**src/rtl/lrs_pkg.sv**
```systemverilog
package lrs_pkg;

	localparam int LEN_W    = 7;
	localparam int SAMPLE_W = 16;
	localparam int FRAC_W   = 16;
	localparam int DIV_W    = LEN_W + FRAC_W;
	localparam int CFG_IDX_W = 1;

	localparam logic [CFG_IDX_W-1:0] REG_SOURCE_LENGTH = 1'd0;
	localparam logic [CFG_IDX_W-1:0] REG_TARGET_LENGTH = 1'd1;

	localparam logic [LEN_W-1:0] LEN_RESET = 7'd64;

	// result queue behind the arithmetic pipe
	localparam int FIFO_DEPTH = 4;
	localparam int FIFO_AW    = 2;

	typedef struct packed {
		logic load;
		logic start;
		logic issue;
	} lrs_cmd_t;

	typedef struct packed {
		logic full;
		logic div_done;
		logic room;
		logic last_issue;
	} lrs_sts_t;

endpackage

```
**src/rtl/lrs_ram.sv**
```systemverilog
module lrs_ram #(
	parameter int WIDTH = 16,
	parameter int DEPTH = 64
) (
	input  logic                     clk,
	input  logic                     we,
	input  logic [$clog2(DEPTH)-1:0] waddr,
	input  logic [WIDTH-1:0]         wdata,
	input  logic [$clog2(DEPTH)-1:0] raddr_a,
	input  logic [$clog2(DEPTH)-1:0] raddr_b,
	output logic [WIDTH-1:0]         rdata_a,
	output logic [WIDTH-1:0]         rdata_b
);

	logic [WIDTH-1:0] mem [DEPTH];

	always_ff @(posedge clk) begin
		if (we) begin
			mem[waddr] <= wdata;
		end
		rdata_a <= mem[raddr_a];
		rdata_b <= mem[raddr_b];
	end

endmodule

```
**src/rtl/lrs_div.sv**
```systemverilog
module lrs_div (
	input  logic                     clk,
	input  logic                     arst_n,
	input  logic                     start,
	input  logic [lrs_pkg::DIV_W-1:0] dividend,
	input  logic [lrs_pkg::LEN_W-1:0] divisor,
	output logic                     done,
	output logic [lrs_pkg::DIV_W-1:0] quo,
	output logic [lrs_pkg::LEN_W-1:0] rem,
	output logic [lrs_pkg::LEN_W-1:0] rem_hi
);
	import lrs_pkg::*;

	localparam int CNT_W = $clog2(DIV_W);

	logic [DIV_W-1:0] num_q;
	logic [LEN_W-1:0] rem_q;
	logic [LEN_W-1:0] hi_q;
	logic [LEN_W-1:0] d_q;
	logic [CNT_W-1:0] cnt_q;
	logic             busy_q;
	logic             done_q;
	logic [LEN_W:0]   rem_sh;
	logic             ge;
	logic [LEN_W-1:0] rem_n;

	// one quotient bit per cycle, restoring
	always_comb begin
		rem_sh = {rem_q, num_q[DIV_W-1]};
		ge     = rem_sh >= {1'b0, d_q};
		rem_n  = ge ? LEN_W'(rem_sh - {1'b0, d_q}) : rem_sh[LEN_W-1:0];
	end

	always_ff @(posedge clk or negedge arst_n) begin
		if (!arst_n) begin
			busy_q <= 1'b0;
			done_q <= 1'b0;
			cnt_q  <= '0;
		end else begin
			done_q <= 1'b0;
			if (start) begin
				busy_q <= 1'b1;
				cnt_q  <= '0;
			end else if (busy_q) begin
				cnt_q <= cnt_q + CNT_W'(1);
				if (cnt_q == CNT_W'(DIV_W - 1)) begin
					busy_q <= 1'b0;
					done_q <= 1'b1;
				end
			end
		end
	end

	always_ff @(posedge clk) begin
		if (start) begin
			num_q <= dividend;
			rem_q <= '0;
			d_q   <= divisor;
		end else if (busy_q) begin
			num_q <= {num_q[DIV_W-2:0], ge};
			rem_q <= rem_n;
			// after the integer bits the partial remainder is the integer modulo
			if (cnt_q == CNT_W'(LEN_W - 1)) begin
				hi_q <= rem_n;
			end
		end
	end

	assign done   = done_q;
	assign quo    = num_q;
	assign rem    = rem_q;
	assign rem_hi = hi_q;

endmodule

```
**src/rtl/lrs_ctrl.sv**
```systemverilog
module lrs_ctrl (
	input  logic              clk,
	input  logic              arst_n,
	input  logic              s_tvalid,
	output logic              s_tready,
	input  lrs_pkg::lrs_sts_t sts,
	output lrs_pkg::lrs_cmd_t cmd
);
	import lrs_pkg::*;

	typedef enum logic [1:0] {
		ST_LOAD,
		ST_DIV,
		ST_EMIT
	} state_t;

	state_t state_q;

	always_comb begin
		s_tready  = state_q == ST_LOAD;
		cmd.load  = s_tready && s_tvalid;
		cmd.start = cmd.load && sts.full;
		cmd.issue = (state_q == ST_EMIT) && sts.room;
	end

	always_ff @(posedge clk or negedge arst_n) begin
		if (!arst_n) begin
			state_q <= ST_LOAD;
		end else begin
			unique case (state_q)
				ST_LOAD: begin
					if (cmd.start) begin
						state_q <= ST_DIV;
					end
				end
				ST_DIV: begin
					if (sts.div_done) begin
						state_q <= ST_EMIT;
					end
				end
				ST_EMIT: begin
					if (cmd.issue && sts.last_issue) begin
						state_q <= ST_LOAD;
					end
				end
				default: state_q <= ST_LOAD;
			endcase
		end
	end

endmodule

```
**src/rtl/lrs_dp.sv**
```systemverilog
module lrs_dp #(
	parameter int MAX_SOURCE = 64,
	parameter int MAX_TARGET = 64
) (
	input  logic                          clk,
	input  logic                          arst_n,
	input  logic                          cfg_we,
	input  logic [lrs_pkg::CFG_IDX_W-1:0] cfg_index,
	input  logic [lrs_pkg::LEN_W-1:0]     cfg_data,
	input  logic [lrs_pkg::SAMPLE_W-1:0]  s_tdata,
	output logic [lrs_pkg::SAMPLE_W-1:0]  m_tdata,
	output logic                          m_tvalid,
	input  logic                          m_tready,
	output logic                          m_tlast,
	input  lrs_pkg::lrs_cmd_t             cmd,
	output lrs_pkg::lrs_sts_t             sts
);
	import lrs_pkg::*;

	localparam int AW = $clog2(MAX_SOURCE);

	logic [LEN_W-1:0] src_q, tgt_q;
	logic [LEN_W-1:0] len_eff, tgt_eff;
	logic [LEN_W-1:0] load_cnt_q;

	logic [LEN_W-1:0] lm1_q, d_q, out_cnt_q;
	logic [LEN_W-1:0] idx_q, r_q, wr_q;
	logic [FRAC_W-1:0] w_q;

	logic             div_done;
	logic [DIV_W-1:0] quo;
	logic [LEN_W-1:0] rem, rem_hi;

	logic [LEN_W:0]   r_sum, wr_sum;
	logic             cr, cw;
	logic             at_end;
	logic [LEN_W-1:0] rd_idx_a, rd_idx_b;

	logic [SAMPLE_W-1:0] rd_a, rd_b;

	logic                v_s1, fin_s1;
	logic [FRAC_W-1:0]   w_s1;
	logic signed [SAMPLE_W:0]   diff_s1;
	logic signed [2*SAMPLE_W+1:0] prod_s1;

	logic                v_s2, fin_s2;
	logic signed [2*SAMPLE_W+1:0] prod_s2;
	logic [SAMPLE_W-1:0] s0_s2;
	logic signed [2*SAMPLE_W+1:0] rnd_s2;
	logic [SAMPLE_W-1:0] y_s2;

	logic [SAMPLE_W:0]   fifo_mem [FIFO_DEPTH];
	logic [FIFO_AW-1:0]  wptr_q, rptr_q;
	logic [FIFO_AW:0]    fcnt_q;
	logic                pop;
	logic [FIFO_AW:0]    pending;

	// configuration
	always_ff @(posedge clk or negedge arst_n) begin
		if (!arst_n) begin
			src_q <= LEN_RESET;
			tgt_q <= LEN_RESET;
		end else if (cfg_we) begin
			unique case (cfg_index)
				REG_SOURCE_LENGTH: src_q <= cfg_data;
				REG_TARGET_LENGTH: tgt_q <= cfg_data;
				default: ;
			endcase
		end
	end

	always_comb begin
		if (src_q == '0) begin
			len_eff = LEN_W'(1);
		end else if (int'(src_q) > MAX_SOURCE) begin
			len_eff = LEN_W'(MAX_SOURCE);
		end else begin
			len_eff = src_q;
		end
		if (tgt_q < LEN_W'(2)) begin
			tgt_eff = LEN_W'(2);
		end else if (int'(tgt_q) > MAX_TARGET) begin
			tgt_eff = LEN_W'(MAX_TARGET);
		end else begin
			tgt_eff = tgt_q;
		end
	end

	// sample loading
	always_ff @(posedge clk or negedge arst_n) begin
		if (!arst_n) begin
			load_cnt_q <= '0;
		end else if (cmd.load) begin
			load_cnt_q <= sts.full ? '0 : load_cnt_q + LEN_W'(1);
		end
	end

	lrs_div u_div (
		.clk      (clk),
		.arst_n   (arst_n),
		.start    (cmd.start),
		.dividend ({LEN_W'(len_eff - LEN_W'(1)), FRAC_W'(0)}),
		.divisor  (LEN_W'(tgt_eff - LEN_W'(1))),
		.done     (div_done),
		.quo      (quo),
		.rem      (rem),
		.rem_hi   (rem_hi)
	);

	// position walk: idx/r is i*(L-1) over d, w/wr is r*65536 over d
	always_comb begin
		r_sum    = {1'b0, r_q} + {1'b0, rem_hi};
		cr       = r_sum >= {1'b0, d_q};
		wr_sum   = {1'b0, wr_q} + {1'b0, rem};
		cw       = wr_sum >= {1'b0, d_q};
		at_end   = idx_q >= lm1_q;
		rd_idx_a = at_end ? lm1_q : idx_q;
		// at the last sample both ports read it, so no entry past the block is read
		rd_idx_b = at_end ? lm1_q : idx_q + LEN_W'(1);
	end

	always_ff @(posedge clk) begin
		if (cmd.start) begin
			lm1_q     <= len_eff - LEN_W'(1);
			d_q       <= tgt_eff - LEN_W'(1);
			out_cnt_q <= tgt_eff - LEN_W'(1);
			idx_q     <= '0;
			r_q       <= '0;
			w_q       <= '0;
			wr_q      <= '0;
		end else if (cmd.issue) begin
			out_cnt_q <= out_cnt_q - LEN_W'(1);
			r_q       <= cr ? LEN_W'(r_sum - {1'b0, d_q}) : r_sum[LEN_W-1:0];
			idx_q     <= idx_q + quo[DIV_W-1:FRAC_W] + LEN_W'(cr);
			wr_q      <= cw ? LEN_W'(wr_sum - {1'b0, d_q}) : wr_sum[LEN_W-1:0];
			w_q       <= w_q + quo[FRAC_W-1:0] + FRAC_W'(cw);
		end
	end

	lrs_ram #(
		.WIDTH (SAMPLE_W),
		.DEPTH (MAX_SOURCE)
	) u_ram (
		.clk     (clk),
		.we      (cmd.load),
		.waddr   (AW'(load_cnt_q)),
		.wdata   (s_tdata),
		.raddr_a (AW'(rd_idx_a)),
		.raddr_b (AW'(rd_idx_b)),
		.rdata_a (rd_a),
		.rdata_b (rd_b)
	);

	// s1: neighbor samples out of the ram, multiply by weight
	always_ff @(posedge clk or negedge arst_n) begin
		if (!arst_n) begin
			v_s1 <= 1'b0;
			v_s2 <= 1'b0;
		end else begin
			v_s1 <= cmd.issue;
			v_s2 <= v_s1;
		end
	end

	always_ff @(posedge clk) begin
		if (cmd.issue) begin
			w_s1   <= at_end ? '0 : w_q;
			fin_s1 <= sts.last_issue;
		end
	end

	always_comb begin
		diff_s1 = $signed({rd_b[SAMPLE_W-1], rd_b}) - $signed({rd_a[SAMPLE_W-1], rd_a});
		prod_s1 = diff_s1 * $signed({1'b0, w_s1});
	end

	always_ff @(posedge clk) begin
		if (v_s1) begin
			prod_s2 <= prod_s1;
			s0_s2   <= rd_a;
			fin_s2  <= fin_s1;
		end
	end

	// s2: round to nearest, add base sample
	always_comb begin
		rnd_s2 = (prod_s2 + (2*SAMPLE_W+2)'(32768)) >>> FRAC_W;
		y_s2   = s0_s2 + rnd_s2[SAMPLE_W-1:0];
	end

	// result queue
	assign pop = m_tvalid && m_tready;

	always_ff @(posedge clk or negedge arst_n) begin
		if (!arst_n) begin
			wptr_q <= '0;
			rptr_q <= '0;
			fcnt_q <= '0;
		end else begin
			if (v_s2) begin
				wptr_q <= wptr_q + FIFO_AW'(1);
			end
			if (pop) begin
				rptr_q <= rptr_q + FIFO_AW'(1);
			end
			fcnt_q <= fcnt_q + (FIFO_AW+1)'(v_s2) - (FIFO_AW+1)'(pop);
		end
	end

	always_ff @(posedge clk) begin
		if (v_s2) begin
			fifo_mem[wptr_q] <= {fin_s2, y_s2};
		end
	end

	assign m_tvalid = fcnt_q != '0;
	assign m_tdata  = fifo_mem[rptr_q][SAMPLE_W-1:0];
	assign m_tlast  = fifo_mem[rptr_q][SAMPLE_W];

	// queue slots claimed by stored beats and by beats in flight
	assign pending = fcnt_q + (FIFO_AW+1)'(v_s1) + (FIFO_AW+1)'(v_s2);

	always_comb begin
		sts.full       = ({1'b0, load_cnt_q} + (LEN_W+1)'(1)) >= {1'b0, len_eff};
		sts.div_done   = div_done;
		sts.room       = pending < (FIFO_AW+1)'(FIFO_DEPTH);
		sts.last_issue = out_cnt_q == '0;
	end

endmodule

```
**src/rtl/linear_resampler.sv**
```systemverilog
// Linear-interpolation resampler for blocks of signed 16-bit samples.
//
// Input stream s_*: one sample per beat. After source_length samples the
// block is closed and target_length resampled outputs leave on m_*, the
// last one of the block marked by m_tlast.
// Configuration: cfg_we writes cfg_data into register cfg_index
// (0 source_length, 1 target_length) on the rising edge. Both reset to 64.
//
// Closing a block starts a restoring divider that finds the step of the
// interpolation position; s_tready is low from then until the last output
// has been issued. Outputs then issue one per cycle while the four-beat
// result queue has room, passing through the ram read, the multiply and
// the rounding add into it. The queue decouples the receiver: when
// m_tready is low issue stops once the queue is full, and loading of the
// next block may begin while the queue still drains.
// Reset clears the load count, the queue and the controller; the sample
// memory is not cleared.
module linear_resampler #(
	parameter int MAX_SOURCE = 64,
	parameter int MAX_TARGET = 64
) (
	input  logic                          clk,
	input  logic                          arst_n,
	input  logic                          cfg_we,
	input  logic [lrs_pkg::CFG_IDX_W-1:0] cfg_index,
	input  logic [lrs_pkg::LEN_W-1:0]     cfg_data,
	input  logic                          s_tvalid,
	output logic                          s_tready,
	input  logic [lrs_pkg::SAMPLE_W-1:0]  s_tdata,   // [15:0] sample_in
	output logic                          m_tvalid,
	input  logic                          m_tready,
	output logic [lrs_pkg::SAMPLE_W-1:0]  m_tdata,   // [15:0] sample_out
	output logic                          m_tlast    // final_flag
);
	import lrs_pkg::*;

	lrs_cmd_t cmd;
	lrs_sts_t sts;

	lrs_ctrl u_ctrl (
		.clk      (clk),
		.arst_n   (arst_n),
		.s_tvalid (s_tvalid),
		.s_tready (s_tready),
		.sts      (sts),
		.cmd      (cmd)
	);

	lrs_dp #(
		.MAX_SOURCE (MAX_SOURCE),
		.MAX_TARGET (MAX_TARGET)
	) u_dp (
		.clk       (clk),
		.arst_n    (arst_n),
		.cfg_we    (cfg_we),
		.cfg_index (cfg_index),
		.cfg_data  (cfg_data),
		.s_tdata   (s_tdata),
		.m_tdata   (m_tdata),
		.m_tvalid  (m_tvalid),
		.m_tready  (m_tready),
		.m_tlast   (m_tlast),
		.cmd       (cmd),
		.sts       (sts)
	);

endmodule

```
**config.mk**
```make
export PLATFORM = sky130hd
export DESIGN_NAME = linear_resampler
export DESIGN_NICKNAME = d
export VERILOG_FILES = /design/src/rtl/lrs_pkg.sv /design/src/rtl/lrs_ram.sv /design/src/rtl/lrs_div.sv /design/src/rtl/lrs_ctrl.sv /design/src/rtl/lrs_dp.sv /design/src/rtl/linear_resampler.sv
export SDC_FILE = /design/constraint.sdc
export NUM_CORES = 2
export LEC_CHECK = 0
export ABC_AREA = 0
export BUFFER_PORTS_ARGS = -buffer_cell sky130_fd_sc_hd__buf_2
export CORE_ASPECT_RATIO = 0.9
export CORE_MARGIN = 3
export CORE_UTILIZATION = 38
export CTS_CLUSTER_DIAMETER = 30
export DETAILED_ROUTE_END_ITERATION = 7
export PLACE_DENSITY_LB_ADDON = 0.2
export SETUP_SLACK_MARGIN = 0.05
export SLEW_MARGIN = 10
export SYNTH_ARGS = -nofsm -noshare
export SYNTH_HDL_FRONTEND = slang
export SYNTH_SLANG_ARGS = --single-unit
```
**constraint.sdc**
```tcl
create_clock -name clk -period 15.2 [get_ports clk]
set_input_delay 1.52 -clock clk [delete_from_list [all_inputs] [get_ports clk]]
set_output_delay 1.52 -clock clk [all_outputs]
set_load 0.03 [all_outputs]
```
==> run summary <==
The total number of clock tree sinks is 1309. For hold timing, the worst endpoint is u_dp.s0_s2[6]$_DFFE_PP_. On the final layout, the worst hold slack is 0.4065 ns.

The die covers 197600 sq um. The setup-violating endpoint count in the final report came out at 0. The cell family contributing the most delay on the critical path is adder cells. The depth of the worst register-to-register path is 32. The number of standard cells after synthesis is 6547. The filler cells instantiated in the layout total 17340.

The worst hold path class is reg2reg. The routed layout has 54030 vias. The largest single stage delay on the critical path is 0.54 ns. The timing-limited maximum frequency is 117.4 MHz. STA classifies the critical path startpoint as a flip-flop. The sequential cells in the finished layout cover a total of 38200 sq um. The number of nets at the end of the flow is 7171. In this design, the critical path's most frequently occurring cell is sky130_fd_sc_hd__fa_1.

The number of slew-limit violations in the final report came out at 0. After synthesis, the cell types taking the most area are sky130_fd_sc_hd__edfxtp_1 48%, sky130_fd_sc_hd__nand2_1 8.1%, sky130_fd_sc_hd__fa_1 7.4%. The number of buffers inserted for hold repair after clock tree synthesis is 0.

The data arrival time of the critical path is 9.13 ns. In this run the tightest slew margin relative to its limit is 17.46%. Setup repair after global routing left no endpoint under its margin. The number of clock buffers added by TritonCTS is 326. The antenna violation net count after detailed routing came out at 0. The half-perimeter wire length after detailed placement came out at 141300 um. The multi-input combinational cell area is 31710 sq um.

The final number of hold-violating endpoints is 0. The port buffer count came out at 47. The number of register bits inferred by synthesis is 1309. The maximum fanout along the worst path is 16. The sequential-to-total area share from yosys stat is 52.27%.

The number of search-and-repair iterations in the first detailed-routing pass came out at 7. The number of H-tree levels came out at 5. The type of element capturing the critical path is a flip-flop. Summed over all failing endpoints, the final setup total negative slack is 0 ns.

The startpoint of the most critical hold path is u_dp.u_ram.rdata_a[6]$_DFF_P_. The fraction of synthesis flops using an asynchronous set or reset pin is 2.979%. The final period utilization is 56.04%. The flop-to-flop setup slack came out at 6.68 ns. The flow ran to the end, and the final reports show no timing, DRC or antenna violations. The time the worst path needs with I/O delays and setup came out at 8.518 ns.

The row count is 152. The wire length per cell after detailed routing is 25.14 um. The count of warnings emitted by yosys came out at 0. The share of the synthesized area in the top cell type is 48.41%. The largest buffer count on any clock path is 4. The required time at the endpoint of the critical path is 15.82 ns. After clock tree synthesis, the repair step resized 0 gates. The later-pin clock latency in the skew report came out at 0.94 ns.

After detailed routing, the number of vias per cell comes to 5.713. From left edge to right edge, the die measures 468.2 um. The post-synthesis net count is 7044. The top cell type by total area after synthesis is sky130_fd_sc_hd__edfxtp_1. At the end of routability-driven placement, the weighted congestion stood at 0.8660. For this run, design rule violations remaining after detail routing come to 0.

The post-synthesis cell type count is 79. TritonCTS built the clock tree. The startpoint identified for the worst register-to-register timing path is u_dp.u_ram.rdata_a[1]$_DFF_P_. The cell count of the worst hold path is 0. The endpoint identified for the worst register-to-register timing path is u_dp.prod_s2[31]$_DFFE_PP_.

The initial antenna violation count is 5. The area of the core is 190900 sq um. The slowest stage of the critical path belongs to the cell sky130_fd_sc_hd__a2111oi_0.

The wire length after detailed routing came out at 237700 um. The number of enable-type register cells in the synthesized netlist is 1178. Buffers added to address setup during post-CTS repair amount to 0. The count of routing violations after the opening detailed-route iteration is 5911. In this run the cell area of the synthesized design comes to 73070 sq um.

The sum of buffers and inverters on the critical path is 6. The vertical extent of the die is 422.0 um. The most used flip-flop cell after synthesis is sky130_fd_sc_hd__edfxtp_1. The slew at the pin closest to its max-slew limit came out at 1.237 ns. The first-pass GRT wire length came out at 348800 um.

Global routing used 23.56% of the available tracks. The tool flagged a number of max-cap violations equal to 0. The clock-pin transition on the worst setup and hold timing paths is 0.05 ns. For the final database, setup skew stands at 0.08624 ns. The fraction of layout instances using a drive strength above 1 came out at 12.60%. The starting density of the core came out at 38.27%. The number of global-route vias before repair came out at 54010. The root buffer cell chosen for the clock tree is sky130_fd_sc_hd__clkbuf_16.

The I/O pin total came out at 48. Global routing finished with a remaining overflow of 0. Entering global routing, the biggest net connects 135 pins. The start-to-end type of the worst setup path is reg2reg. Dividing the synthesized area by the synthesized cell count gives 11.16 sq um. The post-synthesis to final-layout area growth is 18.89%.
-- per-stage QoR --
step                      utilization (%)  worst slack (ns)  cells  instance area (sq um)
after floorplan                         -             7.455   6547                  73070
after global placement              39.90             6.795   8887                  76180
after detailed placement            39.90             6.692   8887                  76180
after CTS                           45.50             6.686   9456                  86870
after global routing                45.50             6.127   9456                  86870
final                               45.50             6.682   9458                  86880
-- worst reg2reg max path: cells and delay by family (launching register included) --
kind                       cells  cell delay, ns
adders and majority gates      8            3.60
buffers and inverters          6            0.49
xor gates and xnor gates       1            0.08
AOI/OAI and AO/OA             14            3.31
and+or+nand+nor                3            0.41
DFF                            1            0.37
-- final cells by class --
class / count / share of cell area [%]
antenna: 2 / 0.005761
clock buffer: 373 / 9.878
clock inverter: 196 / 2.430
inverter: 406 / 1.754
multi-input combinational: 4421 / 36.50
sequential: 1309 / 43.97
tap: 2541 / 3.659
timing repair buffer: 210 / 1.809
-- state kept, by name (all words and copies together) (netlist names), 7 cells and up --
signal,count
u_dp.wr_q,7
u_dp.out_cnt_q,7
u_dp.load_cnt_q,7
u_dp.u_ram.mem,1024
u_dp.u_ram.rdata_a,16
u_dp.idx_q,7
u_dp.tgt_q,7
u_dp.r_q,7
u_dp.lm1_q,7
u_dp.u_div.quo,23
u_dp.d_q,7
u_dp.prod_s2,17
u_dp.w_s1,16
u_dp.u_div.rem,7
u_dp.s0_s2,16
u_dp.w_q,16
u_dp.u_ram.rdata_b,16
u_dp.u_div.rem_hi,7
u_dp.src_q,7
u_dp.fifo_mem,68
-- cells in the mapped netlist, types with 6 or more instances --
library cell               number
sky130_fd_sc_hd__a21o_1        40
sky130_fd_sc_hd__a21oi_1       83
sky130_fd_sc_hd__a221oi_1      12
sky130_fd_sc_hd__a221oi_2      21
sky130_fd_sc_hd__a31oi_1       70
sky130_fd_sc_hd__a32oi_1      384
sky130_fd_sc_hd__and2_1       137
sky130_fd_sc_hd__and3_1        71
sky130_fd_sc_hd__buf_1         17
sky130_fd_sc_hd__buf_2        157
sky130_fd_sc_hd__buf_4         46
sky130_fd_sc_hd__clkbuf_1     184
sky130_fd_sc_hd__dfrtp_1       37
sky130_fd_sc_hd__dfxtp_1       92
sky130_fd_sc_hd__edfxtp_1    1178
sky130_fd_sc_hd__fa_1         270
sky130_fd_sc_hd__ha_1         198
sky130_fd_sc_hd__inv_1        405
sky130_fd_sc_hd__mux2_2        17
sky130_fd_sc_hd__mux2i_1      419
sky130_fd_sc_hd__mux4_2        17
sky130_fd_sc_hd__nand2_1     1569
sky130_fd_sc_hd__nand2b_1      27
sky130_fd_sc_hd__nand3_1      322
sky130_fd_sc_hd__nand4_1      138
sky130_fd_sc_hd__nor2_1       184
sky130_fd_sc_hd__nor2b_1       40
sky130_fd_sc_hd__nor3_1        24
sky130_fd_sc_hd__nor3b_1       11
sky130_fd_sc_hd__o21a_1        15
sky130_fd_sc_hd__o21ai_0       70
sky130_fd_sc_hd__o21bai_1      15
sky130_fd_sc_hd__o22ai_1       33
sky130_fd_sc_hd__or2_2          6
sky130_fd_sc_hd__or3b_2         8
sky130_fd_sc_hd__xnor2_1       97
sky130_fd_sc_hd__xor2_1        47
-- how the worst max path moves through the flow --
stage                                              from                    endpoint  slack [ns]  cells after the start
after CTS                 u_dp.u_ram.rdata_a[1]$_DFF_P_  u_dp.prod_s2[31]$_DFFE_PP_        6.69                     32
after detailed placement  u_dp.u_ram.rdata_a[1]$_DFF_P_  u_dp.prod_s2[31]$_DFFE_PP_        6.69                     32
after global routing      u_dp.u_ram.rdata_a[1]$_DFF_P_  u_dp.prod_s2[31]$_DFFE_PP_        6.13                     31
after floorplan           u_dp.u_ram.rdata_a[1]$_DFF_P_  u_dp.prod_s2[31]$_DFFE_PP_        7.45                     35
final                     u_dp.u_ram.rdata_a[1]$_DFF_P_  u_dp.prod_s2[31]$_DFFE_PP_        6.68                     32
after global placement    u_dp.u_ram.rdata_a[1]$_DFF_P_  u_dp.prod_s2[31]$_DFFE_PP_        6.79                     32
-- per-layer routing --
layer / wire (um) / vias up / GRT usage (%)
li1: - / 23870 / -
met1: 100500 / 26980 / 32.36
met2: 105700 / 2576 / 35.77
met3: 21500 / 601 / 5.193
met4: 10010 / 4 / 10.24
met5: 27 / - / 0
-- cells by family after synthesis --
family	Yosys count	share of synthesized area, %
AOI/OAI and AO/OA	796	8.510
and+or+nand+nor	2559	15.41
muxes	453	6.525
DFF	1309	52.27
xor gates and xnor gates	144	1.726
buffers and inverters	817	4.764
adders and majority gates	469	10.80
-- layout by cell type (no fill, tap or decap), types with 15 or more instances in the layout --
cell | Yosys | layout
sky130_fd_sc_hd__nand2_1 | 1569 | 1569
sky130_fd_sc_hd__edfxtp_1 | 1178 | 1178
sky130_fd_sc_hd__mux2i_1 | 419 | 413
sky130_fd_sc_hd__inv_1 | 405 | 404
sky130_fd_sc_hd__a32oi_1 | 384 | 384
sky130_fd_sc_hd__clkbuf_16 | 0 | 332
sky130_fd_sc_hd__nand3_1 | 322 | 322
sky130_fd_sc_hd__fa_1 | 270 | 270
sky130_fd_sc_hd__ha_1 | 198 | 198
sky130_fd_sc_hd__buf_4 | 46 | 154
sky130_fd_sc_hd__nand4_1 | 138 | 138
sky130_fd_sc_hd__and2_1 | 137 | 137
sky130_fd_sc_hd__nor2_1 | 184 | 126
sky130_fd_sc_hd__xnor2_1 | 97 | 97
sky130_fd_sc_hd__dfxtp_1 | 92 | 92
sky130_fd_sc_hd__a21oi_1 | 83 | 83
sky130_fd_sc_hd__and3_1 | 71 | 71
sky130_fd_sc_hd__o21ai_0 | 70 | 70
sky130_fd_sc_hd__a31oi_1 | 70 | 70
sky130_fd_sc_hd__clkinv_2 | 0 | 67
sky130_fd_sc_hd__nor2_2 | 0 | 58
sky130_fd_sc_hd__xor2_1 | 47 | 47
sky130_fd_sc_hd__buf_2 | 157 | 47
sky130_fd_sc_hd__nor2b_1 | 40 | 40
sky130_fd_sc_hd__clkinv_1 | 1 | 40
sky130_fd_sc_hd__bufinv_16 | 0 | 39
sky130_fd_sc_hd__a21o_1 | 40 | 38
sky130_fd_sc_hd__dfrtp_1 | 37 | 35
sky130_fd_sc_hd__o22ai_1 | 33 | 33
sky130_fd_sc_hd__clkbuf_1 | 184 | 29
sky130_fd_sc_hd__nand2b_1 | 27 | 27
sky130_fd_sc_hd__clkinvlp_4 | 0 | 26
sky130_fd_sc_hd__nor3_1 | 24 | 23
sky130_fd_sc_hd__a221oi_2 | 21 | 21
sky130_fd_sc_hd__mux4_2 | 17 | 17
sky130_fd_sc_hd__o21bai_1 | 15 | 15
sky130_fd_sc_hd__mux2_2 | 17 | 15
sky130_fd_sc_hd__o21a_1 | 15 | 15
Power is left out: the tool's default activity adds up to more than one toggle a clock period on the data nets, which glitch-free logic cannot reach.
